## config.mk

```make
export PLATFORM = sky130hd
export DESIGN_NAME = qi_packet_biphase_encoder
export DESIGN_NICKNAME = d
export VERILOG_FILES = /design/src/rtl/qpbe_pkg.sv /design/src/rtl/qi_packet_biphase_encoder.sv /design/src/rtl/qpbe_cell.sv /design/src/rtl/qpbe_chain.sv
export SDC_FILE = /design/constraint.sdc
export NUM_CORES = 1
export LEC_CHECK = 0
export ABC_AREA = 1
export BUFFER_PORTS_ARGS = -buffer_cell sky130_fd_sc_hd__clkbuf_2
export CAP_MARGIN = 20
export CORE_UTILIZATION = 35
export CTS_CLUSTER_DIAMETER = 60
export DETAILED_ROUTE_END_ITERATION = 8
export PLACE_DENSITY_LB_ADDON = 0.1
export SYNTH_ARGS = -nofsm -noshare
export SYNTH_HDL_FRONTEND = slang
export SYNTH_SLANG_ARGS = --single-unit
```

## constraint.sdc

```tcl
create_clock -name i_clk -period 3.2 [get_ports i_clk]
set_clock_uncertainty 0.05 [all_clocks]
set_input_delay 0.48 -clock i_clk [delete_from_list [all_inputs] [get_ports i_clk]]
set_output_delay 0.48 -clock i_clk [all_outputs]
set_load 0.02 [all_outputs]
```

## src/rtl/qpbe_pkg.sv

```systemverilog
package qpbe_pkg;

    localparam int FRAME_CELLS = 11;
    localparam int PRE_W = 5;
    localparam logic [PRE_W-1:0] PREAMBLE_RESET = 5'd15;

    typedef enum logic [1:0] {
        PH_IDLE,
        PH_PRE,
        PH_DATA,
        PH_CSUM
    } t_phase;

    typedef struct packed {
        logic load;
        logic shift;
    } t_cell_ctl;

    typedef struct packed {
        logic bit_val;
        logic tail;
    } t_cell_data;

    // Start bit first, then data LSB first, odd parity, stop bit.
    function automatic logic [FRAME_CELLS-1:0] frame_of(input logic [7:0] byte_val);
        frame_of = {1'b1, ~(^byte_val), byte_val, 1'b0};
    endfunction

endpackage

```

## src/rtl/qi_packet_biphase_encoder.sv

```systemverilog
// Channel   Direction  Handshake                 Payload
// input     in         i_valid / o_ready         i_data_byte, i_first_byte, i_last_byte
// output    out        o_valid / i_ready         o_first_half_level, o_second_half_level,
//                                                o_end_of_run
// config    in         i_cfg_valid / o_cfg_ready i_cfg_data (preamble length)
//
// One bit cell leaves per cycle from an eleven-cell shift chain unless the output
// stalls. A byte is eleven cells, after preamble-length cells on a first byte and
// before eleven checksum cells on a last one. The next item is taken in the cycle
// the chain emits its final cell. Reset is synchronous and clears the phase, line
// level and checksum. An output stall freezes the chain and the output register.
module qi_packet_biphase_encoder (
    input  logic                        i_clk,
    input  logic                        i_rst_n,
    input  logic                        i_valid,
    output logic                        o_ready,
    input  logic [7:0]                  i_data_byte,
    input  logic                        i_first_byte,
    input  logic                        i_last_byte,
    output logic                        o_valid,
    input  logic                        i_ready,
    output logic                        o_first_half_level,
    output logic                        o_second_half_level,
    output logic                        o_end_of_run,
    input  logic                        i_cfg_valid,
    output logic                        o_cfg_ready,
    input  logic [qpbe_pkg::PRE_W-1:0]  i_cfg_data
);
    import qpbe_pkg::*;

    t_phase           r_phase, n_phase;
    logic [PRE_W-1:0] r_preamble;
    logic [PRE_W-1:0] r_pre_cnt, n_pre_cnt;
    logic [7:0]       r_byte, n_byte;
    logic             r_last, n_last;
    logic             r_level, n_level;
    logic [7:0]       r_csum, n_csum;
    logic             r_out_valid, n_out_valid;
    logic             r_out_first, n_out_first;
    logic             r_out_second, n_out_second;
    logic             r_out_end, n_out_end;

    logic             w_adv;
    logic             w_accept;
    logic             w_load_data;
    logic             w_load_csum;
    logic             w_from_in;
    logic             w_data_first;
    logic             w_shift;
    logic [7:0]       w_byte_sel;
    logic [FRAME_CELLS-1:0] w_frame;
    t_cell_ctl        w_ctl;
    t_cell_data       w_head;

    assign w_adv = !r_out_valid || i_ready;
    assign o_ready = (r_phase == PH_IDLE) ||
                     (w_adv && w_head.tail &&
                      (((r_phase == PH_DATA) && !r_last) || (r_phase == PH_CSUM)));
    assign w_accept = i_valid && o_ready;
    assign o_cfg_ready = 1'b1;

    assign w_byte_sel = w_from_in ? i_data_byte : r_byte;
    assign w_frame    = w_load_csum ? frame_of(r_csum) : frame_of(w_byte_sel);
    assign w_ctl.load  = w_load_data || w_load_csum;
    assign w_ctl.shift = w_shift;

    qpbe_chain u_chain (
        .i_clk   (i_clk),
        .i_rst_n (i_rst_n),
        .i_ctl   (w_ctl),
        .i_frame (w_frame),
        .o_head  (w_head)
    );

    always_comb begin
        n_phase      = r_phase;
        n_pre_cnt    = r_pre_cnt;
        n_byte       = r_byte;
        n_last       = r_last;
        n_level      = r_level;
        n_csum       = r_csum;
        n_out_valid  = r_out_valid && !i_ready;
        n_out_first  = r_out_first;
        n_out_second = r_out_second;
        n_out_end    = r_out_end;
        w_load_data  = 1'b0;
        w_load_csum  = 1'b0;
        w_from_in    = 1'b0;
        w_data_first = 1'b0;
        w_shift      = 1'b0;

        case (r_phase)
            PH_PRE: begin
                if (w_adv) begin
                    n_out_valid  = 1'b1;
                    n_out_first  = 1'b1;
                    n_out_second = 1'b0;
                    n_out_end    = 1'b0;
                    if (r_pre_cnt == PRE_W'(1)) begin
                        w_load_data  = 1'b1;
                        w_data_first = 1'b1;
                        n_phase      = PH_DATA;
                    end else begin
                        n_pre_cnt = r_pre_cnt - PRE_W'(1);
                    end
                end
            end
            PH_DATA, PH_CSUM: begin
                if (w_adv) begin
                    w_shift      = 1'b1;
                    n_out_valid  = 1'b1;
                    n_out_first  = !r_level;
                    n_out_second = w_head.bit_val ? r_level : !r_level;
                    n_level      = n_out_second;
                    n_out_end    = w_head.tail && ((r_phase == PH_CSUM) || !r_last);
                    if (w_head.tail) begin
                        if ((r_phase == PH_DATA) && r_last) begin
                            w_load_csum = 1'b1;
                            n_phase     = PH_CSUM;
                        end else begin
                            n_phase = PH_IDLE;
                        end
                    end
                end
            end
            default: begin
            end
        endcase

        if (w_accept) begin
            n_byte = i_data_byte;
            n_last = i_last_byte;
            if (i_first_byte && (r_preamble != '0)) begin
                n_phase   = PH_PRE;
                n_pre_cnt = r_preamble;
            end else begin
                w_load_data  = 1'b1;
                w_from_in    = 1'b1;
                w_data_first = i_first_byte;
                n_phase      = PH_DATA;
            end
        end

        if (w_load_data) begin
            n_csum = (w_data_first ? 8'h00 : r_csum) ^ (w_from_in ? i_data_byte : r_byte);
            if (w_data_first) begin
                n_level = 1'b0;
            end
        end
    end

    always_ff @(posedge i_clk) begin
        if (!i_rst_n) begin
            r_phase     <= PH_IDLE;
            r_preamble  <= PREAMBLE_RESET;
            r_pre_cnt   <= '0;
            r_last      <= 1'b0;
            r_level     <= 1'b0;
            r_csum      <= 8'h00;
            r_out_valid <= 1'b0;
        end else begin
            r_phase     <= n_phase;
            r_pre_cnt   <= n_pre_cnt;
            r_last      <= n_last;
            r_level     <= n_level;
            r_csum      <= n_csum;
            r_out_valid <= n_out_valid;
            if (i_cfg_valid && o_cfg_ready) begin
                r_preamble <= i_cfg_data;
            end
        end
    end

    always_ff @(posedge i_clk) begin
        r_byte       <= n_byte;
        r_out_first  <= n_out_first;
        r_out_second <= n_out_second;
        r_out_end    <= n_out_end;
    end

    assign o_valid             = r_out_valid;
    assign o_first_half_level  = r_out_first;
    assign o_second_half_level = r_out_second;
    assign o_end_of_run        = r_out_end;

    a_pre_count: assert property (@(posedge i_clk) disable iff (!i_rst_n)
        (r_phase == PH_PRE) |-> (r_pre_cnt != '0))
        else $error("preamble phase with zero count");

    a_accept_at_tail: assert property (@(posedge i_clk) disable iff (!i_rst_n)
        (w_accept && (r_phase != PH_IDLE)) |-> (w_head.tail && w_adv))
        else $error("item taken while a frame is still in the chain");

    a_idle_end: assert property (@(posedge i_clk) disable iff (!i_rst_n)
        ((r_phase == PH_IDLE) && r_out_valid) |-> r_out_end)
        else $error("idle with a pending cell that does not end a run");

endmodule

```

## src/rtl/qpbe_cell.sv

```systemverilog
module qpbe_cell (
    input  logic                 i_clk,
    input  logic                 i_rst_n,
    input  qpbe_pkg::t_cell_ctl  i_ctl,
    input  qpbe_pkg::t_cell_data i_load,
    input  qpbe_pkg::t_cell_data i_next,
    output qpbe_pkg::t_cell_data o_cell
);
    import qpbe_pkg::*;

    logic r_bit;
    logic r_tail;

    always_ff @(posedge i_clk) begin
        if (i_ctl.load) begin
            r_bit <= i_load.bit_val;
        end else if (i_ctl.shift) begin
            r_bit <= i_next.bit_val;
        end
    end

    always_ff @(posedge i_clk) begin
        if (!i_rst_n) begin
            r_tail <= 1'b0;
        end else if (i_ctl.load) begin
            r_tail <= i_load.tail;
        end else if (i_ctl.shift) begin
            r_tail <= i_next.tail;
        end
    end

    assign o_cell.bit_val = r_bit;
    assign o_cell.tail    = r_tail;

endmodule

```

## src/rtl/qpbe_chain.sv

```systemverilog
module qpbe_chain (
    input  logic                                 i_clk,
    input  logic                                 i_rst_n,
    input  qpbe_pkg::t_cell_ctl                  i_ctl,
    input  logic [qpbe_pkg::FRAME_CELLS-1:0]     i_frame,
    output qpbe_pkg::t_cell_data                 o_head
);
    import qpbe_pkg::*;

    t_cell_data w_cells [FRAME_CELLS+1];
    t_cell_data w_load  [FRAME_CELLS];

    assign w_cells[FRAME_CELLS] = '{bit_val: 1'b0, tail: 1'b0};

    for (genvar g = 0; g < FRAME_CELLS; g++) begin : g_cell
        assign w_load[g].bit_val = i_frame[g];
        assign w_load[g].tail    = (g == FRAME_CELLS - 1);

        qpbe_cell u_cell (
            .i_clk   (i_clk),
            .i_rst_n (i_rst_n),
            .i_ctl   (i_ctl),
            .i_load  (w_load[g]),
            .i_next  (w_cells[g+1]),
            .o_cell  (w_cells[g])
        );
    end

    assign o_head = w_cells[0];

endmodule

```

==> flow_metrics.env <==
export IMPL_core_area_mm2=0.007807
export IMPL_routed_wl_um=6045
export IMPL_synth_warnings=0
export IMPL_max_clock_freq_mhz=433.9
export IMPL_syn_nets=396
export IMPL_synth_edff_count=22
export IMPL_dp_hpwl_um=4471
export IMPL_cp_slowest_stage_delay_ps=510
export IMPL_crit_fanout=20
export IMPL_netlist_instances=374
export IMPL_p_leak_nw=1.408
export IMPL_synth_seq_cells=56
export IMPL_drt_iter0_drc=112
export IMPL_multiInputGateArea_mm2=0.001305
export IMPL_clkSlewWorstSetupHoldPaths_ps=100
export IMPL_cts_buffer_depth=2
export IMPL_die_y_um=92.38
export IMPL_rsz0062_at_grt="no"
export IMPL_run_status="complete, no violations"
export IMPL_cp_slowest_cell="dfxtp_1"
export IMPL_synth_most_common_cell="nand2_1"
export IMPL_grt_ovfl_total=0
export IMPL_synth_top_family_by_area="simple AND/OR/NAND/NOR gates"
export IMPL_setup_viol=0
export IMPL_grt_pass1_vias=2331
export IMPL_postCtsHoldBufs=0
export IMPL_crit_family="simple AND/OR/NAND/NOR gates"
export IMPL_critPathBufInv=4
export IMPL_path_cells="inv_2 > a21oi_4 > nand2_2 > nand2_4 > nand3_4 > nand2_2 > nor2_1 > buf_4 > inv_1 > nand2_1 > inv_1 > a21oi_2"
export IMPL_ys_top_cells_by_count="nand2_1 (141), inv_1 (36), dfxtp_1 (34)"
export IMPL_row_count=32
export IMPL_worstSetupPathType="flop to flop"
export IMPL_num_antenna_cells=0
export IMPL_synth_xor_area_share_pct=3.063
export IMPL_ys_flop_type="dfxtp_1"
export IMPL_seq_area_frac_synth_pct=46.91
export IMPL_layout_setup_ws_ps=895.1
export IMPL_num_fill_cells=843
export IMPL_place_gp_congestion=0.7602
export IMPL_groute_usage_overall_pct=14.96
export IMPL_period_share_pct=72.03
export IMPL_regArea_mm2=0.001341
export IMPL_synth_top_area_share_pct=23.81
export IMPL_max_slew_margin_pct=64.67
export IMPL_io_buffers=24
export IMPL_synthMuxAreaShare_pct=0.3501
export IMPL_synth_simple_area_share_pct=30.68
export IMPL_maxCapViolCount=0
export IMPL_area_growth_syn_to_layout_pct=10.77
export IMPL_setup_tns_ps=0
export IMPL_grt_pass1_wl_um=10240
export IMPL_ioPinCount=26
export IMPL_grtUsageMet3_pct=2.874
export IMPL_cts_sinks=56
export IMPL_use_met2_pct=26.60
export IMPL_die_area_mm2=0.008534
export IMPL_finalHoldViolations=0
export IMPL_drt_wirelength_per_cell_um=12.04
export IMPL_dp_worst_setup_slack_ps=825.4
export IMPL_antenna_found_initial=0
export IMPL_chipWidth_um=92.38
export IMPL_start_kind="flop"
export IMPL_cts_setup_buffers=0
export IMPL_syn_area_mm2=0.002859
export IMPL_nets=421
export IMPL_first_pass_iters=4
export IMPL_ys_types=34
export IMPL_cts_tree="built"
export IMPL_start_util_pct=36.62
export IMPL_synth_fa_ha_area_share_pct=0.8753
export IMPL_avgSynthCellArea_um2=7.644
export IMPL_synth_area_leaders="dfxtp_1 (24%), edfxtp_1 (23%), nand2_1 (19%)"
export IMPL_post_cts_resized=0
export IMPL_min_period_ps=2305
export IMPL_vdd_drop_max_mv=0.2389
export IMPL_htreeDepth=2
export IMPL_cts_buffers=5
export IMPL_power_density_mw_per_mm2=567.2
export IMPL_slew_viol_final=0
export IMPL_crit_path_end_kind="flop"
export IMPL_grt_busiest_layer="met2"
export IMPL_synth_compound_area_share_pct=10.55
export IMPL_ant_nets=0
export IMPL_cts_root_buf="clkbuf_8"
export IMPL_remaining_drc_errors=0
export IMPL_via_per_inst=4.815
export IMPL_vias=2417
export IMPL_worst_pin_slew_ps=528.2
export IMPL_holdCritPathClass="input pin to flop"
export IMPL_use_met1_pct=17.97
export IMPL_required_ps=3220
export IMPL_grt_max_degree=22
export IMPL_clk_latency_ps=310
export IMPL_async_flop_share_pct=0
export IMPL_synth_area_leader_cell="dfxtp_1"
export IMPL_arrival_ps=2330
export IMPL_drive_above_1_share_pct=12.50
## worst register-to-register path, delay by kind of cell, from the launching register on
kind            cells  cell delay, ps
simple gates        6             880
flops               1             510
buf+inv             4             460
compound gates      2             190
## layout make-up
class                           count  share of cell area (%)
Timing Repair Buffer               30                   5.215
Clock buffer                        6                   2.331
Sequential cell                    56                   42.35
Clock inverter                      2                  0.4741
Inverter                           37                   4.386
Tap cell                          102                   4.030
Multi-Input combinational cell    269                   41.21
## where the power goes
group | switching [mW] | leakage (nW) | total, mW | internal, mW
clock | 0.236 | 0.0487 | 0.396 | 0.160
combinational | 0.324 | 0.874 | 0.492 | 0.168
sequential | 0.0559 | 0.485 | 0.908 | 0.852
total | 0.616 | 1.41 | 1.80 | 1.18
## cell families (layout without fill, tap and decap cells)
| logic type | after synthesis | in the layout |
|---|---|---|
| xor+xnor | 10 | 10 |
| simple gates | 204 | 204 |
| fa+ha+maj | 2 | 2 |
| flops | 56 | 56 |
| other cells | 1 | 1 |
| compound gates | 51 | 51 |
| buf+inv | 49 | 75 |
| mux | 1 | 1 |
## metal layers
metal  vias to the layer above  share of wire, %
li1                       1264                 -
met1                      1106                49
met2                        36                47
met3                        11               2.8
met4                         0               1.7
met5                         -                 0
## through the flow
step / hold WS, ps / instance area [µm²] / std cells / util (%) / total power [mW]
2_1_floorplan: 390.9 / 2859 / 374 / - / 1.295
3_3_place_gp: 400.9 / 3078 / 494 / 39.42 / 1.418
3_5_place_dp: 405.7 / 3078 / 494 / 39.42 / 1.421
4_1_cts: 307.8 / 3167 / 502 / 40.56 / 1.817
5_1_grt: 300.9 / 3167 / 502 / 40.56 / 1.920
6_report: 314.9 / 3167 / 502 / 40.56 / 1.796
## sequential cells by signal (all words and copies together), names as in the netlist
name                          cells
r_csum                            8
r_preamble                        5
u_chain.g_cell.u_cell.r_tail     11
u_chain.g_cell.u_cell.r_bit      11
r_phase                           2
o_second_half_level               1
o_first_half_level                1
r_pre_cnt                         5
r_byte                            8
o_end_of_run                      1
r_last                            1
o_valid                           1
r_level                           1
## path summary, 6_finish.rpt
kind	startpoint	to	slack (ps)	cells after the start
worst min-delay path	i_data_byte[6]	r_byte[6]	310	1
worst max register to register	r_phase[1]	u_chain.g_cell[9].u_cell.r_bit	900	12
worst min register to register	u_chain.g_cell[0].u_cell.r_tail	u_chain.g_cell[0].u_cell.r_tail	420	2
worst max-delay path	r_phase[1]	u_chain.g_cell[9].u_cell.r_bit	900	12
## layout by cell type, fill, tap and decap left out
cell type	synthesis	final
mux2i_1	1	1
nand3_1	17	17
a21oi_4	1	1
inv_1	36	36
o21ai_2	2	2
nand2_2	3	3
o2111a_1	1	1
nand2_4	1	1
nand2_1	141	141
ha_1	2	2
a21oi_1	27	27
clkbuf_2	0	25
xnor2_1	6	6
nand3b_1	3	3
dfxtp_1	34	34
nand4_1	13	13
edfxtp_1	22	22
o311ai_0	1	1
o21ai_0	14	14
nor3_4	1	1
xor2_1	4	4
clkbuf_8	0	5
a211oi_1	1	1
o21ai_1	1	1
buf_4	3	6
nor2_1	20	20
a311oi_1	1	1
nor3_1	4	4
nand3_4	1	1
inv_4	0	1
a31oi_2	1	1
conb_1	1	1
clkinv_4	0	1
a21oi_2	1	1
inv_2	1	1
Note: power is estimated with default switching activity, not from simulation.
